<file path="src/rtl/dws_pkg.sv">
// ----------------------------------------------------------------------------
// dws_pkg
// Shared types and codes for the deque with search: request and status codes,
// the cell command set and the controller states.
// ----------------------------------------------------------------------------
package dws_pkg;

    localparam int REQ_TYPE_W = 3;
    localparam int VALUE_W    = 32;
    localparam int STATUS_W   = 2;
    localparam int POS_W      = 5;

    // Request codes carried in req_type.
    localparam logic [REQ_TYPE_W-1:0] REQ_PUSH_FRONT = 3'd0;
    localparam logic [REQ_TYPE_W-1:0] REQ_PUSH_BACK  = 3'd1;
    localparam logic [REQ_TYPE_W-1:0] REQ_POP_FRONT  = 3'd2;
    localparam logic [REQ_TYPE_W-1:0] REQ_POP_BACK   = 3'd3;
    localparam logic [REQ_TYPE_W-1:0] REQ_SEARCH     = 3'd4;

    // Result status codes.
    localparam logic [STATUS_W-1:0] ST_OK       = 2'd0;
    localparam logic [STATUS_W-1:0] ST_FULL     = 2'd1;
    localparam logic [STATUS_W-1:0] ST_EMPTY    = 2'd2;
    localparam logic [STATUS_W-1:0] ST_NOTFOUND = 2'd3;

    typedef logic signed [VALUE_W-1:0] value_t;

    // What every cell of the row does on a clock edge.
    typedef enum logic [2:0] {
        CELL_HOLD,
        CELL_SHIFT_DOWN,   // take the neighbor nearer the back
        CELL_SHIFT_UP,     // take the neighbor nearer the front
        CELL_ROTATE,       // shift down, the tail cell takes the front value
        CELL_APPEND        // only the first free cell loads the data
    } cell_op_t;

    typedef struct packed {
        cell_op_t op;
        value_t   data;
    } cell_ctrl_t;

    typedef enum logic {
        FSM_IDLE,
        FSM_RUN
    } fsm_state_t;

endpackage

</file>
<file path="src/rtl/dws_req_if.sv">
// ----------------------------------------------------------------------------
// dws_req_if
// Request channel: valid/ready handshake with the request code and value.
// ----------------------------------------------------------------------------
interface dws_req_if;

    logic                                        valid;
    logic                                        ready;
    logic [dws_pkg::REQ_TYPE_W-1:0]              req_type;
    logic signed [dws_pkg::VALUE_W-1:0]          item_value;

    modport source (output valid, output req_type, output item_value, input ready);
    modport sink   (input valid, input req_type, input item_value, output ready);

endinterface

</file>
<file path="src/rtl/dws_rsp_if.sv">
// ----------------------------------------------------------------------------
// dws_rsp_if
// Result channel: valid/ready handshake with status, popped value, search
// position and occupancy.
// ----------------------------------------------------------------------------
interface dws_rsp_if;

    logic                                valid;
    logic                                ready;
    logic [dws_pkg::STATUS_W-1:0]        status;
    logic signed [dws_pkg::VALUE_W-1:0]  popped_value;
    logic [dws_pkg::POS_W-1:0]           found_position;
    logic [dws_pkg::POS_W-1:0]           occupancy;

    modport source (output valid, output status, output popped_value,
                    output found_position, output occupancy, input ready);
    modport sink   (input valid, input status, input popped_value,
                    input found_position, input occupancy, output ready);

endinterface

</file>
<file path="src/rtl/dws_cell.sv">
// ----------------------------------------------------------------------------
// dws_cell
// One storage cell of the deque row. Cell INDEX holds the entry at position
// INDEX from the front and trades values with its two neighbors.
// ----------------------------------------------------------------------------
module dws_cell #(
    parameter int INDEX = 0,
    parameter int CNT_W = 5
) (
    input  logic                clk,
    input  dws_pkg::cell_ctrl_t ctrl,
    input  logic [CNT_W-1:0]    cnt,
    input  dws_pkg::value_t     lower_value,
    input  dws_pkg::value_t     upper_value,
    input  dws_pkg::value_t     wrap_value,
    output dws_pkg::value_t     value
);

    import dws_pkg::*;

    localparam logic [CNT_W-1:0] SLOT_CNT = CNT_W'(INDEX);
    localparam logic [CNT_W-1:0] TAIL_CNT = CNT_W'(INDEX + 1);

    value_t value_reg;
    value_t value_next;

    always_comb
    begin
        value_next = value_reg;
        case (ctrl.op)
            CELL_SHIFT_DOWN: value_next = upper_value;
            CELL_SHIFT_UP:   value_next = lower_value;
            // The last held entry closes the ring by taking the front value.
            CELL_ROTATE:     value_next = (cnt == TAIL_CNT) ? wrap_value : upper_value;
            CELL_APPEND:
            begin
                if (cnt == SLOT_CNT)
                begin
                    value_next = ctrl.data;
                end
            end
            default:         value_next = value_reg;
        endcase
    end

    always_ff @(posedge clk)
    begin
        value_reg <= value_next;
    end

    assign value = value_reg;

endmodule

</file>
<file path="src/rtl/deque_with_search.sv">
// ----------------------------------------------------------------------------
// deque_with_search
// Bounded double-ended queue of signed 32-bit values with a search, held in
// a row of cells with the front entry in cell 0 while no rotation is running.
// ----------------------------------------------------------------------------
//
//   Channel | Modport | Payload                                          | Role
//   --------+---------+--------------------------------------------------+--------
//   req     | sink    | req_type, item_value                             | request
//   rsp     | source  | status, popped_value, found_position, occupancy  | result
//
// Push front, push back, pop front, failed or ignored requests: the result is
// registered as the request is taken. Pop back and search of n held entries:
// the row rotates one place per cycle over them, then the result is registered.
// rst_n clears the count and control state; cell contents are not reset.
// A new request is taken while a result waits, provided it is taken that cycle.
//
module deque_with_search #(
    parameter int DEPTH = 16
) (
    input logic       clk,
    input logic       rst_n,
    dws_req_if.sink   req,
    dws_rsp_if.source rsp
);

    import dws_pkg::*;

    localparam int CNT_W = $clog2(DEPTH + 1);
    localparam logic [CNT_W-1:0] FULL_CNT = CNT_W'(DEPTH);

    fsm_state_t           state_reg, state_next;
    logic [CNT_W-1:0]     cnt_reg, cnt_next;
    logic [CNT_W-1:0]     step_reg, step_next;
    logic                 search_reg, search_next;
    value_t               key_reg, key_next;
    logic                 found_reg, found_next;
    logic [POS_W-1:0]     pos_reg, pos_next;

    logic                 out_valid_reg, out_valid_next;
    logic [STATUS_W-1:0]  status_reg, status_next;
    value_t               popped_reg, popped_next;
    logic [POS_W-1:0]     position_reg, position_next;
    logic [POS_W-1:0]     occ_reg, occ_next;

    cell_ctrl_t           ctrl;
    value_t               cell_value [DEPTH];
    logic                 accept;
    logic                 last_step;
    logic                 hit;

    assign req.ready = (state_reg == FSM_IDLE) && (!out_valid_reg || rsp.ready);
    assign accept    = req.valid && req.ready;
    assign last_step = (step_reg == cnt_reg - CNT_W'(1));
    assign hit       = (cell_value[0] == key_reg);

    always_comb
    begin
        state_next     = state_reg;
        cnt_next       = cnt_reg;
        step_next      = step_reg;
        search_next    = search_reg;
        key_next       = key_reg;
        found_next     = found_reg;
        pos_next       = pos_reg;
        out_valid_next = out_valid_reg && !rsp.ready;
        status_next    = status_reg;
        popped_next    = popped_reg;
        position_next  = position_reg;
        occ_next       = occ_reg;
        ctrl.op        = CELL_HOLD;
        ctrl.data      = req.item_value;

        unique case (state_reg)
            FSM_IDLE:
            begin
                if (accept)
                begin
                    status_next   = ST_OK;
                    popped_next   = '0;
                    position_next = '0;
                    occ_next      = POS_W'(cnt_reg);
                    unique case (req.req_type) inside
                        REQ_PUSH_FRONT, REQ_PUSH_BACK:
                        begin
                            out_valid_next = 1'b1;
                            if (cnt_reg == FULL_CNT)
                            begin
                                status_next = ST_FULL;
                            end
                            else
                            begin
                                ctrl.op  = (req.req_type == REQ_PUSH_FRONT) ? CELL_SHIFT_UP
                                                                            : CELL_APPEND;
                                cnt_next = cnt_reg + CNT_W'(1);
                                occ_next = POS_W'(cnt_next);
                            end
                        end
                        REQ_POP_FRONT:
                        begin
                            out_valid_next = 1'b1;
                            if (cnt_reg == '0)
                            begin
                                status_next = ST_EMPTY;
                            end
                            else
                            begin
                                ctrl.op     = CELL_SHIFT_DOWN;
                                popped_next = cell_value[0];
                                cnt_next    = cnt_reg - CNT_W'(1);
                                occ_next    = POS_W'(cnt_next);
                            end
                        end
                        REQ_POP_BACK, REQ_SEARCH:
                        begin
                            if (cnt_reg == '0)
                            begin
                                out_valid_next = 1'b1;
                                status_next    = ST_EMPTY;
                            end
                            else
                            begin
                                state_next  = FSM_RUN;
                                step_next   = '0;
                                search_next = (req.req_type == REQ_SEARCH);
                                key_next    = req.item_value;
                                found_next  = 1'b0;
                                pos_next    = '0;
                            end
                        end
                        default:
                        begin
                            out_valid_next = 1'b1;
                        end
                    endcase
                end
            end
            FSM_RUN:
            begin
                step_next = step_reg + CNT_W'(1);
                if (search_reg)
                begin
                    // A full turn of the ring puts every entry back in place.
                    ctrl.op = CELL_ROTATE;
                    if (!found_reg && hit)
                    begin
                        found_next = 1'b1;
                        pos_next   = POS_W'(step_reg) + POS_W'(1);
                    end
                    if (last_step)
                    begin
                        state_next     = FSM_IDLE;
                        out_valid_next = 1'b1;
                        status_next    = found_next ? ST_OK : ST_NOTFOUND;
                        popped_next    = '0;
                        position_next  = pos_next;
                        occ_next       = POS_W'(cnt_reg);
                    end
                end
                else
                begin
                    // After n-1 turns the back entry sits in cell 0 and the
                    // others follow in order, so a front pop removes it.
                    ctrl.op = last_step ? CELL_SHIFT_DOWN : CELL_ROTATE;
                    if (last_step)
                    begin
                        state_next     = FSM_IDLE;
                        out_valid_next = 1'b1;
                        status_next    = ST_OK;
                        popped_next    = cell_value[0];
                        position_next  = '0;
                        cnt_next       = cnt_reg - CNT_W'(1);
                        occ_next       = POS_W'(cnt_next);
                    end
                end
            end
            default:
            begin
                state_next = FSM_IDLE;
            end
        endcase
    end

    always_ff @(posedge clk or negedge rst_n)
    begin
        if (!rst_n)
        begin
            state_reg     <= FSM_IDLE;
            cnt_reg       <= '0;
            step_reg      <= '0;
            search_reg    <= 1'b0;
            found_reg     <= 1'b0;
            out_valid_reg <= 1'b0;
        end
        else
        begin
            state_reg     <= state_next;
            cnt_reg       <= cnt_next;
            step_reg      <= step_next;
            search_reg    <= search_next;
            found_reg     <= found_next;
            out_valid_reg <= out_valid_next;
        end
    end

    always_ff @(posedge clk)
    begin
        key_reg      <= key_next;
        pos_reg      <= pos_next;
        status_reg   <= status_next;
        popped_reg   <= popped_next;
        position_reg <= position_next;
        occ_reg      <= occ_next;
    end

    for (genvar i = 0; i < DEPTH; i++)
    begin : g_cell
        value_t lower_value;
        value_t upper_value;

        if (i == 0)
        begin : g_first
            assign lower_value = ctrl.data;
        end
        else
        begin : g_inner_lo
            assign lower_value = cell_value[i-1];
        end

        if (i == DEPTH - 1)
        begin : g_last
            assign upper_value = cell_value[i];
        end
        else
        begin : g_inner_hi
            assign upper_value = cell_value[i+1];
        end

        dws_cell #(
            .INDEX (i),
            .CNT_W (CNT_W)
        ) u_cell (
            .clk         (clk),
            .ctrl        (ctrl),
            .cnt         (cnt_reg),
            .lower_value (lower_value),
            .upper_value (upper_value),
            .wrap_value  (cell_value[0]),
            .value       (cell_value[i])
        );
    end

    assign rsp.valid          = out_valid_reg;
    assign rsp.status         = status_reg;
    assign rsp.popped_value   = popped_reg;
    assign rsp.found_position = position_reg;
    assign rsp.occupancy      = occ_reg;

`ifndef SYNTHESIS
    a_cnt_bounded: assert property (@(posedge clk) disable iff (!rst_n)
        cnt_reg <= FULL_CNT)
        else $error("entry count exceeds the depth");

    a_run_no_result: assert property (@(posedge clk) disable iff (!rst_n)
        state_reg == FSM_RUN |-> !out_valid_reg && !req.ready)
        else $error("result or request taken while the row is rotating");

    a_push_counts: assert property (@(posedge clk) disable iff (!rst_n)
        (accept && (req.req_type == REQ_PUSH_FRONT || req.req_type == REQ_PUSH_BACK)
         && cnt_reg != FULL_CNT) |=> cnt_reg == $past(cnt_reg) + CNT_W'(1))
        else $error("push did not raise the entry count");

    a_run_ends_with_result: assert property (@(posedge clk) disable iff (!rst_n)
        (state_reg == FSM_RUN && last_step) |=> state_reg == FSM_IDLE && out_valid_reg)
        else $error("rotation ended without a result");
`endif

endmodule

</file>
<file path="src/flat_wrapper.sv">
// flat-port wrapper written by rule: the top's interface ports become plain ports
module deque_with_search_flat import dws_pkg::*;
#(
    parameter int DEPTH = 16
)
  (clk, rst_n, req_valid, req_req_type, req_item_value, req_ready, rsp_valid, rsp_status, rsp_popped_value, rsp_found_position, rsp_occupancy, rsp_ready);
  dws_req_if req_i ();
  dws_rsp_if rsp_i ();
  input logic clk;
  input logic rst_n;
  input wire logic [$bits(req_i.valid)-1:0] req_valid;
  input wire logic [$bits(req_i.req_type)-1:0] req_req_type;
  input wire logic [$bits(req_i.item_value)-1:0] req_item_value;
  output wire logic [$bits(req_i.ready)-1:0] req_ready;
  output wire logic [$bits(rsp_i.valid)-1:0] rsp_valid;
  output wire logic [$bits(rsp_i.status)-1:0] rsp_status;
  output wire logic [$bits(rsp_i.popped_value)-1:0] rsp_popped_value;
  output wire logic [$bits(rsp_i.found_position)-1:0] rsp_found_position;
  output wire logic [$bits(rsp_i.occupancy)-1:0] rsp_occupancy;
  input wire logic [$bits(rsp_i.ready)-1:0] rsp_ready;
  assign req_i.valid = req_valid;
  assign req_i.req_type = req_req_type;
  assign req_i.item_value = req_item_value;
  assign req_ready = req_i.ready;
  assign rsp_valid = rsp_i.valid;
  assign rsp_status = rsp_i.status;
  assign rsp_popped_value = rsp_i.popped_value;
  assign rsp_found_position = rsp_i.found_position;
  assign rsp_occupancy = rsp_i.occupancy;
  assign rsp_i.ready = rsp_ready;
  deque_with_search #(.DEPTH(DEPTH)) u_core (.clk(clk), .rst_n(rst_n), .req(req_i), .rsp(rsp_i));
endmodule
</file>
<file path="config.mk">
export PLATFORM = sky130hd
export DESIGN_NAME = deque_with_search_flat
export DESIGN_NICKNAME = d
export VERILOG_FILES = /design/src/rtl/dws_pkg.sv /design/src/rtl/dws_req_if.sv /design/src/rtl/dws_rsp_if.sv /design/src/rtl/dws_cell.sv /design/src/rtl/deque_with_search.sv /design/src/flat_wrapper.sv
export SDC_FILE = /design/constraint.sdc
export NUM_CORES = 2
export LEC_CHECK = 0
export ABC_AREA = 1
export BUFFER_PORTS_ARGS = -buffer_cell sky130_fd_sc_hd__buf_2
export CELL_PAD_IN_SITES_DETAIL_PLACEMENT = 1
export CELL_PAD_IN_SITES_GLOBAL_PLACEMENT = 2
export CORE_UTILIZATION = 35
export DETAILED_ROUTE_END_ITERATION = 7
export PLACE_DENSITY_LB_ADDON = 0.1
export SYNTH_ARGS = -nofsm -noshare
export SYNTH_HDL_FRONTEND = slang
export SYNTH_SLANG_ARGS = --single-unit
</file>
<file path="constraint.sdc">
create_clock -name clk -period 5.33 [get_ports clk]
set_input_delay 1.066 -clock clk [delete_from_list [all_inputs] [get_ports clk]]
set_output_delay 1.066 -clock clk [all_outputs]
set_load 0.01 [all_outputs]
</file>
Word-level counts from Yosys, hierarchy flattened
Index checks and enable logic that the tools add are counted.
{"block": "classes", "addsub": 3, "n_eq_ne": 50, "mux": 112, "n_bitwise": 2, "n_reduce_logical": 36}
{"operator": "32-bit one-hot mux with 4 select lines", "n": 15}
{"operator": "32-bit two-way mux", "n": 38}
{"operator": "32-bit one-hot mux with 3 select lines", "n": 1}
{"operator": "5-bit two-way mux", "n": 16}
{"operator": "32-bit one-hot mux with 2 select lines", "n": 1}
{"operator": "5-bit one-hot mux with 2 select lines", "n": 6}
{"operator": "2-bit != test, second input constant", "n": 21}
{"operator": "5-bit by 4-bit equality test with 1-bit output, second input constant", "n": 8}
{"operator": "32-bit equality test", "n": 1}
{"operator": "2-bit AND reduction", "n": 15}
{"operator": "5-bit by 3-bit equality test with 1-bit output, second input constant", "n": 4}
{"operator": "1-bit two-way mux", "n": 17}
{"operator": "2-bit two-way mux", "n": 7}
{"operator": "3-bit by 2-bit equality test with 1-bit output, second input constant", "n": 4}
{"operator": "3-bit two-way mux", "n": 4}
{"operator": "3-bit one-hot mux with 2 select lines", "n": 2}
{"operator": "3-bit AND reduction", "n": 4}
{"operator": "5-bit by 1-bit adder with 5-bit output, second input constant", "n": 2}
{"operator": "5-bit by 2-bit equality test with 1-bit output, second input constant", "n": 2}
{"operator": "2-bit one-hot mux with 2 select lines", "n": 2}
{"operator": "4-bit AND reduction", "n": 2}
{"operator": "3-bit by 1-bit equality test with 1-bit output, second input constant", "n": 2}
{"operator": "3-bit equality test, second input constant", "n": 2}
{"operator": "2-bit by 1-bit != test with 1-bit output, second input constant", "n": 3}
{"operator": "other kinds (15)", "n": 24}
{"block": "word_totals", "register_bits": 607, "in_bits": 39, "output_inout_bits": 46, "wordCells": 231}

Depth between registers and ports, before layout
{"block": "depth", "depth_word": 9, "ltp_mapped": 16}

By module
A second synthesis with hierarchy kept.
{"block": "unflattened", "cells_unflattened": 7266, "area_unflattened_um2": 48788.0}
{"module": "dws_cell at u_core.g_cell[4].u_cell ...", "n_inst": 2, "cells_per_inst": 440, "area_each_um2": 2871.5, "seq_area_each_um2": 960.9}
{"module": "dws_cell at u_core.g_cell[5].u_cell ...", "n_inst": 2, "cells_per_inst": 432, "area_each_um2": 2700.1, "seq_area_each_um2": 960.9}
{"module": "dws_cell at u_core.g_cell[10].u_cell ...", "n_inst": 2, "cells_per_inst": 431, "area_each_um2": 2650.0, "seq_area_each_um2": 960.9}
{"module": "deque_with_search", "n_inst": 1, "cells_per_inst": 508, "area_each_um2": 4699.5, "seq_area_each_um2": 2782.7}
{"module": "dws_cell at u_core.g_cell[7].u_cell", "n_inst": 1, "cells_per_inst": 439, "area_each_um2": 2910.3, "seq_area_each_um2": 960.9}
{"module": "dws_cell at u_core.g_cell[15].u_cell", "n_inst": 1, "cells_per_inst": 439, "area_each_um2": 2909.0, "seq_area_each_um2": 960.9}
{"module": "dws_cell at u_core.g_cell[1].u_cell", "n_inst": 1, "cells_per_inst": 439, "area_each_um2": 2890.3, "seq_area_each_um2": 960.9}
{"module": "dws_cell at u_core.g_cell[2].u_cell", "n_inst": 1, "cells_per_inst": 439, "area_each_um2": 2884.0, "seq_area_each_um2": 960.9}
{"module": "dws_cell at u_core.g_cell[11].u_cell", "n_inst": 1, "cells_per_inst": 439, "area_each_um2": 2871.5, "seq_area_each_um2": 960.9}
{"module": "dws_cell at u_core.g_cell[3].u_cell", "n_inst": 1, "cells_per_inst": 438, "area_each_um2": 2861.5, "seq_area_each_um2": 960.9}
{"module": "dws_cell at u_core.g_cell[0].u_cell", "n_inst": 1, "cells_per_inst": 464, "area_each_um2": 2852.7, "seq_area_each_um2": 960.9}
{"module": "dws_cell at u_core.g_cell[12].u_cell", "n_inst": 1, "cells_per_inst": 360, "area_each_um2": 2502.4, "seq_area_each_um2": 960.9}
{"module": "dws_cell at u_core.g_cell[13].u_cell", "n_inst": 1, "cells_per_inst": 361, "area_each_um2": 2482.4, "seq_area_each_um2": 960.9}
{"module": "dws_cell at u_core.g_cell[14].u_cell", "n_inst": 1, "cells_per_inst": 334, "area_each_um2": 2481.1, "seq_area_each_um2": 960.9}

Least setup slack after synthesis
No wires, ideal clock.
{"block": "synth_path", "kind": "input to register", "startpoint": "in rsp_ready", "endpoint": "reg u_core.pos_reg[0] (enable)", "setup_ns": 0.345, "arrival_time_ns": 4.654, "slack_ns": 0.330, "stages": 7, "path_buffers": 0, "cell_sequence": "or2_1 > inv_1 > nor2_1 > nand2_1 > nor3_1 > nor2_1 > nor2_1"}
{"block": "synth_via", "elab_chain_cells": 5}
{"element": "start, declared", "line_no": "flat_wrapper.sv:20", "rtl": "input wire logic [$bits(rsp_i.ready)-1:0] rsp_ready;"}
{"element": "1-bit logical OR", "line_no": "deque_with_search.sv:52", "rtl": "assign req.ready = (state_reg == FSM_IDLE) && (!out_valid_reg || rsp.ready);"}
{"element": "1-bit logical AND", "line_no": "deque_with_search.sv:52"}
{"element": "named net req_ready", "line_no": "flat_wrapper.sv:14", "rtl": "output wire logic [$bits(req_i.ready)-1:0] req_ready;"}
{"element": "1-bit logical AND", "line_no": "deque_with_search.sv:53", "rtl": "assign accept = req.valid && req.ready;"}
{"element": "2-bit by 1-bit != test with 1-bit output (no source line)"}
{"element": "4-bit AND reduction (no source line)"}
{"element": "end signal, assigned", "line_no": "deque_with_search.sv:209", "rtl": "pos_reg <= pos_next;"}
{"element": "end, declared", "line_no": "deque_with_search.sv:38", "rtl": "logic [POS_W-1:0] pos_reg, pos_next;"}
The timed path passes the listed nets, and every way through them passes these cells.
A chain may end at the register's enable or synchronous reset.

Worst setup path after layout
{"block": "layout_path", "startpoint": "reg u_core.cnt_reg[1]", "endpoint": "reg u_core.g_cell[11].u_cell.value_reg[12] (data pin)"}
{"block": "layout_via", "elab_chain_cells": 7, "elab_cells_between_ends": 18, "cone_classes": "add/sub: 1; eq/ne: 7; mux: 9; reduce/logical: 1"}
{"element": "start, declared", "line_no": "deque_with_search.sv:33", "rtl": "logic [CNT_W-1:0] cnt_reg, cnt_next;"}
{"element": "start signal, assigned", "line_no": "deque_with_search.sv:198", "rtl": "cnt_reg <= cnt_next;"}
{"element": "5-bit by 1-bit subtractor with 5-bit output (tied with other cells)", "line_no": "deque_with_search.sv:54", "rtl": "assign last_step = (step_reg == cnt_reg - CNT_W'(1));"}
{"element": "5-bit equality test (tied with other cells)", "line_no": "deque_with_search.sv:54"}
{"element": "2-bit two-way mux / 3-bit one-hot mux with 2 select lines (equally long branches)", "line_no": "deque_with_search.sv:164, deque_with_search.sv:83"}
{"element": "3-bit two-way mux, on equally long branches", "line_no": "deque_with_search.sv:141, deque_with_search.sv:77"}
{"element": "3-bit one-hot mux with 2 select lines", "line_no": "deque_with_search.sv:74", "rtl": "unique case (state_reg)"}
{"element": "3-bit equality test (tied with other cells)", "line_no": "dws_cell.sv:30", "rtl": "case (ctrl.op)"}
{"element": "32-bit one-hot mux with 4 select lines (*)", "line_no": "dws_cell.sv:30"}
{"element": "named net u_core.g_cell[11].u_cell.value_next[12]", "line_no": "dws_cell.sv:25", "rtl": "value_t value_next;"}
{"element": "end signal, assigned", "line_no": "dws_cell.sv:48", "rtl": "value_reg <= value_next;"}
{"element": "end, declared", "line_no": "dws_cell.sv:24", "rtl": "value_t value_reg;"}
The timed path passes the listed nets; every way through them passes the cells marked *.

==> reports/metrics.cfg <==
[synthesis]
ys_ff_latch=607
synth_top_family_by_area=simple AND/OR/NAND/NOR gates
synth_edf_count=593
avgSynthCellArea_um2=8.32
synth.cell_area_um2=36000
synth_fa_ha_area_frac=0.00243
synth_top_area_cell=edfxtp_1
synth_fp_nets=4374
synth_flop_cell=edfxtp_1
synth_cells=4328
synthArstFlopShare=0.0231
yosys.area_share.simple=0.342
yosys.area.top_type_share=0.494
synth_mux_area_frac=0.0100
yosysUniqueCellTypes=31
synth_compound_area_frac=0.0703
synth_xor_area_frac=0.00559
yosysWarnings=0
yosysSeqAreaShare=0.504
synthTopCellsByArea=edfxtp_1, nand4_1, nand2_1

[cts]
hold_buffers=0
htreeDepth=3
clk_latency_ns=0.66
cts.sinks=607
cts_tree=done
path_clk_slew_ns=0.06
cts-buffers-inserted=78
post_cts_resized=0
cts.path.max_buffers=3
post_cts_buffers=0
cts-root-buf=clkbuf_16

[floorplanning]
io_pins=85
start_util=0.354
die_w_um=323
dieArea_um2=104000
fp.dieH_um=323
core_area_um2=102000
rows=117

[global_route]
grtUsageTotal=0.295
grt_pass1_wl_mm=230
grt_pass1_vias=34252
antenna_found_initial=5
grt_max_degree=193
overflow=0

[pwr]
peakVddDrop_uv=729
p_per_area_nw_per_um2=805
leakage_nw=15.3

[drt]
wl_met1_mm=72.8
drt_iter0_drc=3256
vias=34136
wl_per_cell_um=28.0
top_layer_used=met4
ant_nets=0
via_per_inst=6.13
wl_mm=156
drtPass1Iterations=5
drcViolationCount=0
route.met3.wl_mm=8.13
wl_met2_mm=71.4

[cells_and_area]
final_nets=4187
syn2layout_area_growth_pct=9.40
utilization=0.387
largest_register_ff_count=512
diodes=0
regArea_um2=18200
multi_input_area_um2=15600
fillers=12014
layout-drive-gt1-share=0.0788

[critical_path]
crit_fanout=192
critPathRequiredTime_ns=5.82
crit_top_cell=nand2_1
end_kind=flop
startpoint_type=flop
crit_start=u_core.cnt_reg[1]
crit_chain=inv_1, ha_1, inv_1, nand2_1, nand3_1, nand2_1, nor2_1, nand4_1, nand2_8, nand2_8, buf_12, buf_12, buf_4, nand2_1, nand4_1
criticalPathCategory=flop to flop
setup.worst_path.end=u_core.g_cell[11].u_cell.value[12]
regToRegStartpoint=u_core.cnt_reg[1]
reg2reg_to=u_core.g_cell[11].u_cell.value[12]
crit_slowest_cell=buf_4
reg2reg_slack_ns=0.90
r2r_cells=15
cpPeakStageDelay_ns=0.70
worstPathArrival_ns=4.92

[placement]
place.detailed.hpwl_mm=83.2
dp_slack_ns=0.994
routabilityCongestion=0.767
io_buffer_count=84

[sta]
rsz0062_at_grt=no
setup_viol=0
fin_ws_ns=0.896
finClkSkew_ns=0.0210
min_period_over_period=0.832
finalHoldViolCount=0
max_slew_margin=0.182
maxSlewViolCount=0
worstMarginPinSlew_ns=1.22
fmax_ghz=0.226
tns_ns=0
period_minus_slack_ns=4.43

[run_status]
status=finished, final reports clean

[worst_hold_path]
hp-class=input port to async pin

[job]
cap_violations=0

[cells by family after synthesis]
kind of cell | after synthesis
AO/OA/AOI/OAI | 500
XOR/XNOR | 23
adder cells (fa/ha/maj) | 7
buffers and inverters | 545
flip-flops | 607
multiplexers | 32
AND/OR/NAND/NOR | 2614
[routing by layer]
metal	global-route usage	vias to the layer above
met2	0.473	1008
met5	0	-
met1	0.422	17622
met4	0.0725	0
met3	0.0344	179
li1	-	15327
[Yosys cell counts, types with 4 or more instances]
library cell  instances
a21oi_1              42
nor3_1               35
mux2_2               19
dfrtp_1              14
xnor2_1              20
nand4_1             937
clkbuf_1            225
inv_1                97
inv_2                18
buf_6                11
nand3_1              51
mux2_1               13
ha_1                  7
o221ai_1              4
buf_2               185
nor2_1               83
buf_1                 4
nand2_1            1499
edfxtp_1            593
o21ai_0             447
buf_4                 5
[metrics by stage]
stage / cell area [um2] / hold slack [ns] / total power [W] / instances
global route: 39400 / 0.349 / 0.0337 / 5567
floorplan: 36000 / 0.510 / 0.0205 / 4328
CTS: 39400 / 0.329 / 0.0317 / 5567
global placement: 37000 / 0.547 / 0.0262 / 5429
detailed placement: 37000 / 0.563 / 0.0264 / 5429
finish: 39400 / 0.363 / 0.0317 / 5567
[critical path: cells and delay by family, from the launching register on]
| family | cells | cell delay [ns] |
|---|---|---|
| fa+ha+maj | 1 | 0.32 |
| buf+inv | 5 | 2.18 |
| flops | 1 | 0.43 |
| simple gates | 9 | 0.92 |
[worst min path at each step]
| stage | endpoint | cells past startpoint |
|---|---|---|
| 6_report | u_core.cnt_reg[0] | 1 |
| 5_1_grt | u_core.cnt_reg[0] | 1 |
| 4_1_cts | u_core.cnt_reg[0] | 1 |
| 3_5_place_dp | u_core.g_cell[0].u_cell.value[30] | 1 |
| 3_3_place_gp | u_core.g_cell[0].u_cell.value[15] | 1 |
| 2_1_floorplan | u_core.step_reg[1] | 2 |
[final cells by class]
class / count / area share
clock buffer: 98 / 0.0536
clock inverter: 40 / 0.00740
timing repair buffer: 163 / 0.0286
sequential: 607 / 0.461
multi-input combinational: 3176 / 0.395
tap: 1368 / 0.0434
inverter: 115 / 0.0113
[cells in the final DEF (no fill, tap or decap), drive strengths merged]
cell and n:
a21oi 42, buf 163, bufinv 4, clkbuf 98, clkinv 46, dfrtp 14
edfxtp 593, ha 7, inv 105, mux2 32, nand2 1501, nand3 52
nand4 937, nor2 87, nor3 35, o2111ai 1, o211ai 3, o21ai 447
o221ai 4, o22ai 3, or2 2, xnor2 20, xor2 3
[power by group]
part           internal [W]  switching (W)  leakage (nW)
registers           0.00978        0.00192          6.21
clock network       0.00298        0.00228          1.18
logic               0.00397         0.0108          7.95
total                0.0167         0.0150          15.3
Note: power is estimated with default switching activity, not from simulation.
